`src/hw/rtl/mnva_pkg.sv`:
```
// ----------------------------------------------------------------------------
// mnva_pkg
// Shared types, constants and the pitch table for the MIDI note voice
// allocator.
// ----------------------------------------------------------------------------
`default_nettype none

package mnva_pkg;

  // Pool size default and per-message write limit
  localparam int VOICES_DEF = 9;
  localparam int MAX_WRITES = 9;

  // Message kinds
  typedef enum logic [1:0] {
    KIND_NOTE_ON  = 2'd0,
    KIND_NOTE_OFF = 2'd1,
    KIND_CTRL     = 2'd2,
    KIND_ALL_OFF  = 2'd3
  } kind_t;

  // Which write the datapath forms
  typedef enum logic [1:0] {
    EMIT_ATTN    = 2'd0,
    EMIT_FNUM_LO = 2'd1,
    EMIT_KEY_ON  = 2'd2,
    EMIT_KEY_OFF = 2'd3
  } emit_op_t;

  // Synthesizer register map
  localparam logic [7:0] ADDR_ATTN    = 8'h40;
  localparam logic [7:0] ADDR_FNUM_LO = 8'hA0;
  localparam logic [7:0] ADDR_KEY     = 8'hB0;
  localparam logic [7:0] KEY_ON_BIT   = 8'h20;
  localparam logic [7:0] ATTN_BANK    = 8'd9;

  // Volume handling
  localparam logic [6:0] LEVEL_RESET = 7'd100;
  localparam logic [6:0] VOL_CTRL    = 7'd7;
  localparam logic [5:0] ATTN_MAX    = 6'd63;
  localparam int         DIV_BY      = 127;
  // products at or above this give a level over 63 (attenuation 0)
  localparam logic [13:0] ATTN_CLIP  = 14'(64 * DIV_BY);
  // floor(p/127) = (p * RECIP) >> RECIP_SH, exact for p < 16644
  localparam int          RECIP_SH   = 20;
  localparam logic [13:0] RECIP      = 14'(((1 << RECIP_SH) + DIV_BY - 1) / DIV_BY);
  localparam logic [31:0] TICK_MAX   = 32'hFFFF_FFFF;

  // Controller to datapath commands
  typedef struct packed {
    logic     take;
    logic     level_wr;
    logic     scan_clr;
    logic     scan_step;
    logic     scan_track;
    logic     voice_clr;
    logic     alloc;
    logic     emit;
    emit_op_t op;
  } ctl_cmd_t;

  // Datapath to controller status
  typedef struct packed {
    kind_t kind;
    logic  release_msg;
    logic  vol_ctrl;
    logic  scan_last;
    logic  cur_active;
    logic  rel_match;
    logic  off_room;
    logic  out_free;
  } ctl_sts_t;

  // Pitch table: block in [12:10], F-number in [9:0]
  typedef logic [12:0] pitch_t;
  typedef logic [127:0][12:0] pitch_tab_t;

  // 2^(r/12) scaled by 10^12
  localparam logic [63:0] SEMI_RATIO [12] = '{
    64'd1000000000000, 64'd1059463094359, 64'd1122462048309, 64'd1189207115003,
    64'd1259921049895, 64'd1334839854170, 64'd1414213562373, 64'd1498307076877,
    64'd1587401051968, 64'd1681792830507, 64'd1781797436281, 64'd1887748625363
  };
  localparam logic [63:0] PITCH_DEN = 64'd49716000000000000;

  // Equal-tempered table, evaluated at elaboration only
  function automatic pitch_tab_t build_pitch_tab();
    pitch_tab_t  tab;
    logic [63:0] rem;
    logic [63:0] quot;
    logic [63:0] f;
    int          oct;
    int          semi;
    int          shifts;
    logic [2:0]  blk;
    logic [9:0]  fn;
    logic        done;
    tab  = '0;
    oct  = 0;
    semi = 3;
    for (int n = 0; n < 128; n++) begin
      rem    = 64'd440 * SEMI_RATIO[semi];
      quot   = '0;
      shifts = oct + 46;
      // block-0 F-number with 32 fraction bits, restoring long division
      for (int i = 0; i < 64; i++) begin
        if (i < shifts) begin
          rem  = rem << 1;
          quot = quot << 1;
          if (rem >= PITCH_DEN) begin
            rem     = rem - PITCH_DEN;
            quot[0] = 1'b1;
          end
        end
      end
      blk  = 3'd7;
      fn   = 10'd1023;
      done = 1'b0;
      for (int b = 0; b < 8; b++) begin
        f = quot >> b;
        if (!done && (f <= (64'd1023 << 32))) begin
          blk  = 3'(b);
          fn   = 10'((f + 64'h8000_0000) >> 32);
          done = 1'b1;
        end
      end
      tab[n] = {blk, fn};
      // advance octave and semitone
      if (semi == 11) begin
        semi = 0;
        oct  = oct + 1;
      end else begin
        semi = semi + 1;
      end
    end
    return tab;
  endfunction

  localparam pitch_tab_t PITCH_TAB = build_pitch_tab();

endpackage

`default_nettype wire

```
`src/hw/rtl/mnva_dp.sv`:
```
// ----------------------------------------------------------------------------
// mnva_dp
// Datapath: message latch, voice pool, channel levels, voice scan trackers,
// attenuation arithmetic and the registered write output.
// ----------------------------------------------------------------------------
`default_nettype none

module mnva_dp #(
  parameter int VOICES = mnva_pkg::VOICES_DEF
) (
  input  logic               clk,
  input  logic               rst,
  input  logic [1:0]         kind,
  input  logic [3:0]         channel,
  input  logic [6:0]         data_first,
  input  logic [6:0]         data_second,
  input  logic [31:0]        now_tick,
  output logic [7:0]         reg_addr,
  output logic [7:0]         reg_data,
  output logic               last_write,
  output logic               wr_valid,
  input  logic               wr_stall,
  input  mnva_pkg::ctl_cmd_t cmd,
  output mnva_pkg::ctl_sts_t sts
);
  import mnva_pkg::*;

  localparam int IW  = (VOICES > 1) ? $clog2(VOICES) : 1;
  localparam int WCW = $clog2(MAX_WRITES + 1);

  // latched message
  kind_t       kind_q;
  logic [3:0]  ch_q;
  logic [6:0]  note_q;
  logic [6:0]  vel_q;
  logic [31:0] tick_q;

  // voice pool and channel levels
  logic [VOICES-1:0] voice_active;
  logic [3:0]        voice_channel [VOICES];
  logic [6:0]        voice_note    [VOICES];
  logic [31:0]       voice_start   [VOICES];
  logic [6:0]        channel_level [16];

  // scan state
  logic [IW-1:0]  idx;
  logic           found_free;
  logic [IW-1:0]  free_idx;
  logic [31:0]    oldest;
  logic [IW-1:0]  old_idx;
  logic [WCW-1:0] wcnt;

  // arithmetic
  logic [13:0] prod;
  logic [26:0] recip_prod;
  logic [5:0]  tl;

  logic [IW-1:0]     sel;
  logic [VOICES-1:0] above;
  logic [6:0]        note_rd;
  pitch_t            pe;
  logic [7:0]        key_bits;
  logic [7:0]        sel8;
  logic [7:0]        idx8;
  logic [7:0]        attn_slot;
  logic              out_free;
  logic [7:0]        addr_n;
  logic [7:0]        data_n;
  logic              last_n;

  // message latch
  always_ff @(posedge clk) begin
    if (cmd.take) begin
      kind_q <= kind_t'(kind);
      ch_q   <= channel;
      note_q <= data_first;
      vel_q  <= data_second;
      tick_q <= now_tick;
    end
  end

  // channel volume
  always_ff @(posedge clk) begin
    if (rst) begin
      for (int c = 0; c < 16; c++) channel_level[c] <= LEVEL_RESET;
    end else if (cmd.level_wr) begin
      channel_level[ch_q] <= vel_q;
    end
  end

  // attenuation: product, then divide by 127 through the reciprocal
  assign recip_prod = 27'(prod[12:0]) * 27'(RECIP);
  always_ff @(posedge clk) begin
    prod <= 14'(vel_q) * 14'(channel_level[ch_q]);
    tl   <= (prod >= ATTN_CLIP) ? 6'd0 : ATTN_MAX - recip_prod[RECIP_SH+5:RECIP_SH];
  end

  // voice pool updates
  always_ff @(posedge clk) begin
    if (rst) begin
      voice_active <= '0;
      for (int v = 0; v < VOICES; v++) begin
        voice_channel[v] <= '0;
        voice_note[v]    <= '0;
        voice_start[v]   <= '0;
      end
    end else begin
      if (cmd.voice_clr) voice_active[idx] <= 1'b0;
      if (cmd.alloc) begin
        voice_active[sel]  <= 1'b1;
        voice_channel[sel] <= ch_q;
        voice_note[sel]    <= note_q;
        voice_start[sel]   <= tick_q;
      end
    end
  end

  // voice scan: first free voice and oldest start tick
  always_ff @(posedge clk) begin
    if (rst || cmd.scan_clr) begin
      idx        <= '0;
      found_free <= 1'b0;
      free_idx   <= '0;
      oldest     <= TICK_MAX;
      old_idx    <= '0;
      wcnt       <= '0;
    end else begin
      if (cmd.scan_track) begin
        if (!found_free && !voice_active[idx]) begin
          found_free <= 1'b1;
          free_idx   <= idx;
        end
        if (voice_start[idx] < oldest) begin
          oldest  <= voice_start[idx];
          old_idx <= idx;
        end
      end
      if (cmd.voice_clr) wcnt <= wcnt + 1'b1;
      if (cmd.scan_step) idx <= idx + 1'b1;
    end
  end

  assign sel = found_free ? free_idx : old_idx;

  // active voices past the scan point
  always_comb begin
    for (int v = 0; v < VOICES; v++) begin
      above[v] = voice_active[v] && (IW'(v) > idx);
    end
  end

  // pitch lookup and write formation
  assign note_rd   = (kind_q == KIND_ALL_OFF) ? voice_note[idx] : note_q;
  assign pe        = PITCH_TAB[note_rd];
  assign key_bits  = {3'b000, pe[12:10], pe[9:8]};
  assign sel8      = 8'(sel);
  assign idx8      = 8'(idx);
  assign attn_slot = (sel8 >= ATTN_BANK) ? sel8 - ATTN_BANK : sel8;

  always_comb begin
    case (cmd.op)
      EMIT_ATTN: begin
        addr_n = ADDR_ATTN + attn_slot;
        data_n = {2'b00, tl};
        last_n = 1'b0;
      end
      EMIT_FNUM_LO: begin
        addr_n = ADDR_FNUM_LO + sel8;
        data_n = pe[7:0];
        last_n = 1'b0;
      end
      EMIT_KEY_ON: begin
        addr_n = ADDR_KEY + sel8;
        data_n = KEY_ON_BIT | key_bits;
        last_n = 1'b1;
      end
      default: begin
        addr_n = ADDR_KEY + idx8;
        data_n = key_bits;
        last_n = (kind_q != KIND_ALL_OFF) || (wcnt == WCW'(MAX_WRITES - 1)) || !(|above);
      end
    endcase
  end

  // output register
  assign out_free = !wr_valid || !wr_stall;

  always_ff @(posedge clk) begin
    if (rst) begin
      wr_valid <= 1'b0;
    end else if (cmd.emit) begin
      wr_valid <= 1'b1;
    end else if (!wr_stall) begin
      wr_valid <= 1'b0;
    end
  end

  always_ff @(posedge clk) begin
    if (cmd.emit) begin
      reg_addr   <= addr_n;
      reg_data   <= data_n;
      last_write <= last_n;
    end
  end

  // status
  assign sts.kind        = kind_q;
  assign sts.release_msg = (kind_q == KIND_NOTE_OFF) || (vel_q == 7'd0);
  assign sts.vol_ctrl    = (note_q == VOL_CTRL);
  assign sts.scan_last   = (idx == IW'(VOICES - 1));
  assign sts.cur_active  = voice_active[idx];
  assign sts.rel_match   = voice_active[idx] && (voice_channel[idx] == ch_q)
                           && (voice_note[idx] == note_q);
  assign sts.off_room    = (wcnt < WCW'(MAX_WRITES));
  assign sts.out_free    = out_free;

`ifndef ASSERT_OFF
  // a write is never loaded over one that is still stalled
  a_emit_room: assert property (@(posedge clk) disable iff (rst)
    cmd.emit |-> out_free) else $error("write loaded over a stalled beat");

  // all-off never issues more than the write limit
  a_wcnt_limit: assert property (@(posedge clk) disable iff (rst)
    wcnt <= WCW'(MAX_WRITES)) else $error("write count past limit");

  // an allocated voice is active afterwards
  a_alloc_active: assert property (@(posedge clk) disable iff (rst)
    cmd.alloc |=> voice_active[$past(sel)]) else $error("allocated voice not active");
`endif

endmodule

`default_nettype wire

```
`src/hw/rtl/mnva_ctrl.sv`:
```
// ----------------------------------------------------------------------------
// mnva_ctrl
// Controller: sequences message dispatch, voice scans and register writes.
// ----------------------------------------------------------------------------
`default_nettype none

module mnva_ctrl (
  input  logic               clk,
  input  logic               rst,
  input  logic               msg_valid,
  output logic               msg_stall,
  input  mnva_pkg::ctl_sts_t sts,
  output mnva_pkg::ctl_cmd_t cmd
);
  import mnva_pkg::*;

  typedef enum logic [7:0] {
    ST_IDLE     = 8'b0000_0001,
    ST_DISPATCH = 8'b0000_0010,
    ST_REL_SCAN = 8'b0000_0100,
    ST_ON_SCAN  = 8'b0000_1000,
    ST_ON_ATTN  = 8'b0001_0000,
    ST_ON_FNUM  = 8'b0010_0000,
    ST_ON_KEY   = 8'b0100_0000,
    ST_OFF_SCAN = 8'b1000_0000
  } state_t;

  state_t state;
  state_t state_next;

  assign msg_stall = (state != ST_IDLE);

  // next state and commands
  always_comb begin
    state_next = state;
    cmd        = '0;
    cmd.op     = EMIT_KEY_OFF;
    unique case (state)
      ST_IDLE: begin
        if (msg_valid) begin
          cmd.take   = 1'b1;
          state_next = ST_DISPATCH;
        end
      end
      ST_DISPATCH: begin
        cmd.scan_clr = 1'b1;
        unique case (sts.kind)
          KIND_CTRL: begin
            cmd.level_wr = sts.vol_ctrl;
            state_next   = ST_IDLE;
          end
          KIND_ALL_OFF: state_next = ST_OFF_SCAN;
          default: state_next = sts.release_msg ? ST_REL_SCAN : ST_ON_SCAN;
        endcase
      end
      ST_REL_SCAN: begin
        if (sts.rel_match) begin
          if (sts.out_free) begin
            cmd.emit      = 1'b1;
            cmd.voice_clr = 1'b1;
            state_next    = ST_IDLE;
          end
        end else if (sts.scan_last) begin
          state_next = ST_IDLE;
        end else begin
          cmd.scan_step = 1'b1;
        end
      end
      ST_ON_SCAN: begin
        cmd.scan_track = 1'b1;
        if (sts.scan_last) begin
          state_next = ST_ON_ATTN;
        end else begin
          cmd.scan_step = 1'b1;
        end
      end
      ST_ON_ATTN: begin
        cmd.op = EMIT_ATTN;
        if (sts.out_free) begin
          cmd.emit   = 1'b1;
          cmd.alloc  = 1'b1;
          state_next = ST_ON_FNUM;
        end
      end
      ST_ON_FNUM: begin
        cmd.op = EMIT_FNUM_LO;
        if (sts.out_free) begin
          cmd.emit   = 1'b1;
          state_next = ST_ON_KEY;
        end
      end
      ST_ON_KEY: begin
        cmd.op = EMIT_KEY_ON;
        if (sts.out_free) begin
          cmd.emit   = 1'b1;
          state_next = ST_IDLE;
        end
      end
      ST_OFF_SCAN: begin
        if (sts.cur_active && sts.off_room) begin
          if (sts.out_free) begin
            cmd.emit      = 1'b1;
            cmd.voice_clr = 1'b1;
            if (sts.scan_last) begin
              state_next = ST_IDLE;
            end else begin
              cmd.scan_step = 1'b1;
            end
          end
        end else if (sts.scan_last) begin
          state_next = ST_IDLE;
        end else begin
          cmd.scan_step = 1'b1;
        end
      end
      default: state_next = ST_IDLE;
    endcase
  end

  // state register
  always_ff @(posedge clk) begin
    if (rst) begin
      state <= ST_IDLE;
    end else begin
      state <= state_next;
    end
  end

endmodule

`default_nettype wire

```
`src/hw/rtl/midi_note_voice_allocator.sv`:
```
// Sequence: a message is taken, then dispatched the next cycle; the voice scan
//   then walks one voice per cycle, held in note-off and all-off while a write
//   waits on a stalled output. Each message (note-on, note-off, all-off, control
//   change) holds msg_stall until it is done; writes leave one beat per cycle
//   unless wr_stall holds the output.
// Reset: voice pool emptied, channel volumes set to 100, output empty.
// ----------------------------------------------------------------------------
// midi_note_voice_allocator
// Maps decoded MIDI channel messages onto a pool of FM voices and emits
// synthesizer register writes.
// ----------------------------------------------------------------------------
`default_nettype none

module midi_note_voice_allocator #(
  parameter int VOICES = mnva_pkg::VOICES_DEF
) (
  input  logic        clk,
  input  logic        rst,
  input  logic        msg_valid,
  output logic        msg_stall,
  input  logic [1:0]  kind,
  input  logic [3:0]  channel,
  input  logic [6:0]  data_first,
  input  logic [6:0]  data_second,
  input  logic [31:0] now_tick,
  output logic        wr_valid,
  input  logic        wr_stall,
  output logic [7:0]  reg_addr,
  output logic [7:0]  reg_data,
  output logic        last_write
);
  import mnva_pkg::*;

  ctl_cmd_t cmd;
  ctl_sts_t sts;

  // sequencing
  mnva_ctrl u_ctrl (
    .clk       (clk),
    .rst       (rst),
    .msg_valid (msg_valid),
    .msg_stall (msg_stall),
    .sts       (sts),
    .cmd       (cmd)
  );

  // voice pool and write formation
  mnva_dp #(
    .VOICES (VOICES)
  ) u_dp (
    .clk         (clk),
    .rst         (rst),
    .kind        (kind),
    .channel     (channel),
    .data_first  (data_first),
    .data_second (data_second),
    .now_tick    (now_tick),
    .reg_addr    (reg_addr),
    .reg_data    (reg_data),
    .last_write  (last_write),
    .wr_valid    (wr_valid),
    .wr_stall    (wr_stall),
    .cmd         (cmd),
    .sts         (sts)
  );

endmodule

`default_nettype wire
```
`config.mk`:
```
export PLATFORM = sky130hd
export DESIGN_NAME = midi_note_voice_allocator
export DESIGN_NICKNAME = d
export VERILOG_FILES = /design/src/hw/rtl/mnva_pkg.sv /design/src/hw/rtl/mnva_dp.sv /design/src/hw/rtl/mnva_ctrl.sv /design/src/hw/rtl/midi_note_voice_allocator.sv
export SDC_FILE = /design/constraint.sdc
export NUM_CORES = 1
export LEC_CHECK = 0
export BUFFER_PORTS_ARGS = -buffer_cell sky130_fd_sc_hd__buf_2
export CAP_MARGIN = 20
export CORE_MARGIN = 2
export CORE_UTILIZATION = 25
export CTS_BUF_LIST = sky130_fd_sc_hd__clkbuf_4 sky130_fd_sc_hd__clkbuf_8
export DETAILED_ROUTE_END_ITERATION = 8
export PLACE_DENSITY = 0.45
export SETUP_SLACK_MARGIN = 0.4
export SLEW_MARGIN = 20
export SYNTH_ARGS = -nofsm -noshare
export SYNTH_HDL_FRONTEND = slang
export SYNTH_SLANG_ARGS = --single-unit
```
`constraint.sdc`:
```
create_clock -name clk -period 5.7 [get_ports clk]
set_clock_uncertainty 0.1 [all_clocks]
set_input_delay 0.855 -clock clk [delete_from_list [all_inputs] [get_ports clk]]
set_output_delay 0.855 -clock clk [all_outputs]
set_load 0.01 [all_outputs]
```
# Yosys cells after proc, flatten, opt, wreduce, memory -nomap -nowiden
# Memories as Yosys holds them, arrays and structs flattened. A register that Yosys moved wholly into a read port is not among the register bits.
# Index checks and enable logic that the tools add are counted.
# classes
n_reduce_logical	37
bitwise	3
n_mul	2
mux	75
order_cmp	18
addsub	8
n_eq_ne	26
# ops
op	n
two-way mux 8 bit	10
case mux 8 bit (8 select lines)	1
two-way mux 4 bit	14
case mux 8 bit (3 select lines)	2
< comparator 32 bit	1
two-way mux 32 bit	1
OR reduction 32 bit	1
two-way mux 1 bit	29
two-way mux 9 bit	3
multiplier 13 x 14 -> 26 bit, second input constant	1
adder 8 x 4 -> 8 bit, first input constant	3
two-way mux 7 bit	3
> comparator 3 x 4 -> 1 bit, first input constant	4
case mux 8 bit (2 select lines)	1
logical AND 1 bit	15
greater-or-equal comparator 14 x 13 -> 1 bit, second input constant	1
multiplier 7 x 7 -> 14 bit	1
OR reduction 7 bit	2
two-way mux 13 bit	1
< comparator 4 x 5 -> 1 bit, second input constant	2
AND 9 bit	1
inverter 9 bit	1
bitwise OR 9 bit	1
OR reduction 9 bit	1
other kinds (44)	69
# totals
ff_bits	156
output_inout_bits	19
elab_cells	193
mem_bits_rw	499
rom_bits	1664
input_bits	56
memories	5
# mem_list
name	depth	word_bits	read_ports	rd_clocked_by_memory_dff	wr	line	text
(no name shown)	128	13	1	0	0	mnva_dp.sv:154	assign pe = PITCH_TAB[note_rd];
u_dp.voice_start	9	32	1	1	9	mnva_dp.sv:42	logic [31:0] voice_start [VOICES];
u_dp.channel_level	16	7	1	1	16	mnva_dp.sv:43	logic [6:0] channel_level [16];
u_dp.voice_note	9	7	1	1	9	mnva_dp.sv:41	logic [6:0] voice_note [VOICES];
u_dp.voice_channel	9	4	1	1	9	mnva_dp.sv:40	logic [3:0] voice_channel [VOICES];

# Longest topological paths before layout
# depth
depth_word	10
ltp_mapped	22
ltp_nobuf	20

# By module
# Synthesis repeated with hierarchy kept, for this count alone.
# hier_totals
cells_unflattened	2942
area_unflattened_um2	44741.7
# modules_own_cells
mod	area_each_um2	seq_area_each_um2	cells_per_inst	n_inst
mnva_dp	43993.4	27836.7	2843	1
mnva_ctrl	748.2	160.2	99	1

# Least setup slack after synthesis
# No wires, ideal clock.
# synth_path
path_type	flip-flop to flip-flop
start	register with a tool-made name
end	register u_dp.prod[13]
arrival_time_ns	6.102
setup_ns	0.072
stages_incl_launch_ff	20
synth_period_minus_slack_ns	6.275
setup_slack_ns	-0.575
cell_sequence	dfxtp_1 > clkbuf_1 > buf_1 > mux4_2 > mux4_2 > nand2_1 > fa_1 > fa_1 > inv_1 > fa_1 > inv_1 > fa_1 > inv_1 > ha_1 > a21oi_1 > nor2b_1 > o21a_1 > o31a_1 > o41ai_1 > xnor2_1
# synth_rtl
item	line	text
to (signal assigned)	mnva_dp.sv:94	prod <= 14'(vel_q) * 14'(channel_level[ch_q]);
to (decl)	mnva_dp.sv:54	logic [13:0] prod;

==> results_dict.tcl <==
set metrics [dict create \
    insertion_delay_ns 0.88 \
    synth_edf_count 869 \
    nets 3440 \
    drtIter0Drc 1771 \
    clk_pin_slew_ns 0.06 \
    seqPwrFrac_pct 41.8 \
    cts_buffers 165 \
    crit_path_max_incr_delay_ns 0.55 \
    routed_wl_mm 131 \
    track_usage_pct 14.2 \
    path_common_cell "fa_1" \
    place_inst 5366 \
    p_clk_share_pct 31.3 \
    overflow 0 \
    clockRootBuffer "clkbuf_8" \
    cp_num_buf_inv 5 \
    worstSetupStartpointType "register" \
    r2r_slack_ns 0.35 \
    synthAdderAreaFrac_pct 4.50 \
    netSwitchingFraction_pct 31.0 \
    h-tree-depth 4 \
    yosys.area_share.xor_xnor_pct 0.564 \
    cts_tree "built" \
    synth_area_per_cell_um2 14.9 \
    port_buffers 74 \
    period_needed_ns 5.35 \
    ant_nets 0 \
    crit_family "adder cells" \
    status "finished clean" \
    antenna_found_initial 3 \
    post-dp-hpwl_mm 75.5 \
    dr.pass1.iters 6 \
    tightestPinTransition_ns 1.09 \
    setup_violations 0 \
    fin_crit_sh_pct 93.9 \
    synth_top_flop_cell "edfxtp_1" \
    synth_compound_area_share_pct 4.54 \
    remaining_drc_errors 0 \
    peakVddDrop_uv 496 \
    stdcell_count 5732 \
    syn_to_final_growth_pct 17.8 \
    core_um2 179000 \
    synthMuxAreaShare_pct 13.0 \
    yosysWarnings 0 \
    most-common-layout-cells "869 x edfxtp_1, 473 x and2_1, 227 x mux4_2, 187 x clkbuf_8, 129 x nand2_1" \
    grt_pass1_vias 27400 \
    synth-simple-area-share_pct 12.7 \
    globalplace.congestion 0.809 \
    dieHeight_um 428 \
    ys_types 82 \
    cp-end-kind "register" \
    path_class "reg2reg" \
    nFillCells 17700 \
    layout_commonest_cell "edfxtp_1" \
    synth-seq-cells 964 \
    synth_area_um2 45000 \
    power.density_cell_area_nw_per_um2 393 \
    slew_headroom_pct 27.2 \
    fp.dieW_um 428 \
    ys_async_sr_fraction_pct 0 \
    vias 26200 \
    crit_path_top_delay_cell "mux4_2" \
    switching_power_w 0.00645 \
    grt_max_degree 49 \
    dieArea_um2 183000 \
    power.total_w 0.0208 \
    cts.sinks 964 \
    grt_pass1_wl_mm 192 \
    worstPathRequired_ns 6.40 \
    synth_top_family_by_area "multiplexers" \
    fin_tns_setup_ns 0 \
    fmax_ghz 0.187 \
    cp_max_fo 6 \
    io_pins 75 \
    start_util_pct 25.2 \
    internal-power_w 0.0144 \
    hp-class "in2reg" \
    viasPerCell 4.57 \
    synthesis.nets 3229 \
    drive_gt1_share_pct 24.0 \
    rows 155 \
    total_leakage_power_nw 18.3 \
    arrival_ns 6.05 \
    cap_violations 0 \
    synth_cells 3026 \
    hold_viol_final 0 \
    ys_seq_area_share_pct 62.2 \
    slew_viol_final 0 \
    clk_path_buf_depth 3 \
    combPwrFrac_pct 26.9 \
    crit_chain "buf_12 > buf_16 > mux4_2 > mux4_2 > nand2_2 > fa_1 > fa_1 > inv_1 > fa_1 > inv_1 > fa_1 > inv_2 > ha_4 > a21oi_2 > nor2b_1 > o21a_1 > o31a_1 > o41ai_2 > xnor2_1" \
    wl_per_cell_um 22.8 \
    rsz0062_at_grt "yes" \
]
metrics by stage:
step	util, %	hold slack, ns	worst slack (ns)	area (um^2)
after floorplan	-	0.354	0.406	45100
final	29.7	0.0994	0.348	53000
after global placement	27.4	0.372	0.128	48900
after global routing	29.7	0.0173	0.199	53000
after detailed placement	27.4	0.376	0.103	48900
after CTS	29.6	0.00411	0.323	52900
kinds of logic after synthesis:
logic type                 after synthesis
and+or+nand+nor                       1013
DFF                                    964
muxes                                  299
AOI/OAI and AO/OA                      292
buffers and inverters                  282
adders and majority gates              147
xor gates and xnor gates                29
Yosys cell counts (all sizes together), types with 8 or more instances:
library cell    n  share of area [%]
nor3           38               0.43
mux4          228                 11
nor2b          15               0.21
clkbuf        140                1.2
fa             25                1.1
inv            86               0.72
edfxtp        869                 58
nor4           18               0.35
buf            55               0.57
or3            33               0.46
o32ai          11               0.21
dfxtp          95                4.2
or2            31               0.43
a31oi          13               0.18
and3           23               0.32
ha            122                3.4
a221oi          8               0.16
nand4          20               0.29
mux2i          66                1.5
nand2b         32               0.44
and2          475                6.6
a21oi          62               0.69
a21o           21               0.35
o211ai         42               0.70
nand2         134                1.1
o21ai          39               0.43
nand3          38               0.42
xnor2          22               0.43
a22oi          14               0.23
nor2          125                1.0
nand3b          8               0.13
area by class of cell:
cell class | count | area [um^2] | area share (%)
Clock buffer | 248 | 3030 | 5.72
Inverter | 87 | 327 | 0.616
Sequential cell | 964 | 28000 | 52.8
Multi-Input combinational cell | 1780 | 16200 | 30.6
Antenna cell | 2 | 5.00 | 0.00944
Tap cell | 2355 | 2950 | 5.56
Clock inverter | 57 | 399 | 0.753
Timing Repair Buffer | 239 | 2080 | 3.92
power by group through the flow:
stage               clock network (W)  registers, W  logic (W)
detailed placement                  0       0.00884    0.00483
floorplan                           0       0.00857    0.00367
finish                        0.00653       0.00870    0.00560
global route                  0.00705       0.00877    0.00626
CTS                           0.00676       0.00871    0.00536
global placement                    0       0.00884    0.00488
path summary, 6_finish.rpt:
kind | depth (start not counted) | endpoint | start
max reg2reg | 19 | u_dp.prod[13]$_DFF_P_ | register
min reg2reg | 2 | u_dp.voice_active[0]$_SDFF_PP0_ | u_dp.voice_active[0]$_SDFF_PP0_
min | 1 | u_dp.tick_q[22]$_DFFE_PP_ | now_tick[22]
max | 19 | u_dp.prod[13]$_DFF_P_ | register
metal layers:
layer / vias to the layer above / global-route usage, % / part of all wire (%)
li1: 11900 / - / -
met1: 13500 / 18.3 / 44
met2: 604 / 24.2 / 50
met3: 194 / 2.36 / 3.7
met5: - / 0 / 0.0099
met4: 2 / 4.33 / 2.4
what timing repair did:
item / 4_1_cts / 5_1_grt
hold buffers: 37 / 0
cloned: 2 / 1
endpoints found under the hold margin: 37 / 0
buffers inserted: 14 / 5
resized for setup: 16 / 7
pin swaps: 20 / 8
endpoints found under the setup margin: 3 / 3
sequential cells by signal (all words and copies together) (netlist names), 4 cells and up, named ones only:
register	flops
u_dp.old_idx	4
u_dp.wcnt	4
u_dp.tick_q	32
u_dp.voice_start	512
u_dp.voice_active	9
u_dp.ch_q	4
u_dp.oldest	32
u_dp.channel_level	112
u_dp.note_q	7
u_ctrl.state	8
u_dp.tl	6
u_dp.free_idx	4
u_dp.prod	14
u_dp.reg_data	8
u_dp.reg_addr	8
u_dp.voice_note	112
u_dp.vel_q	7
u_dp.voice_channel	64
u_dp.idx	4
Power figures use the tool's default switching activity.
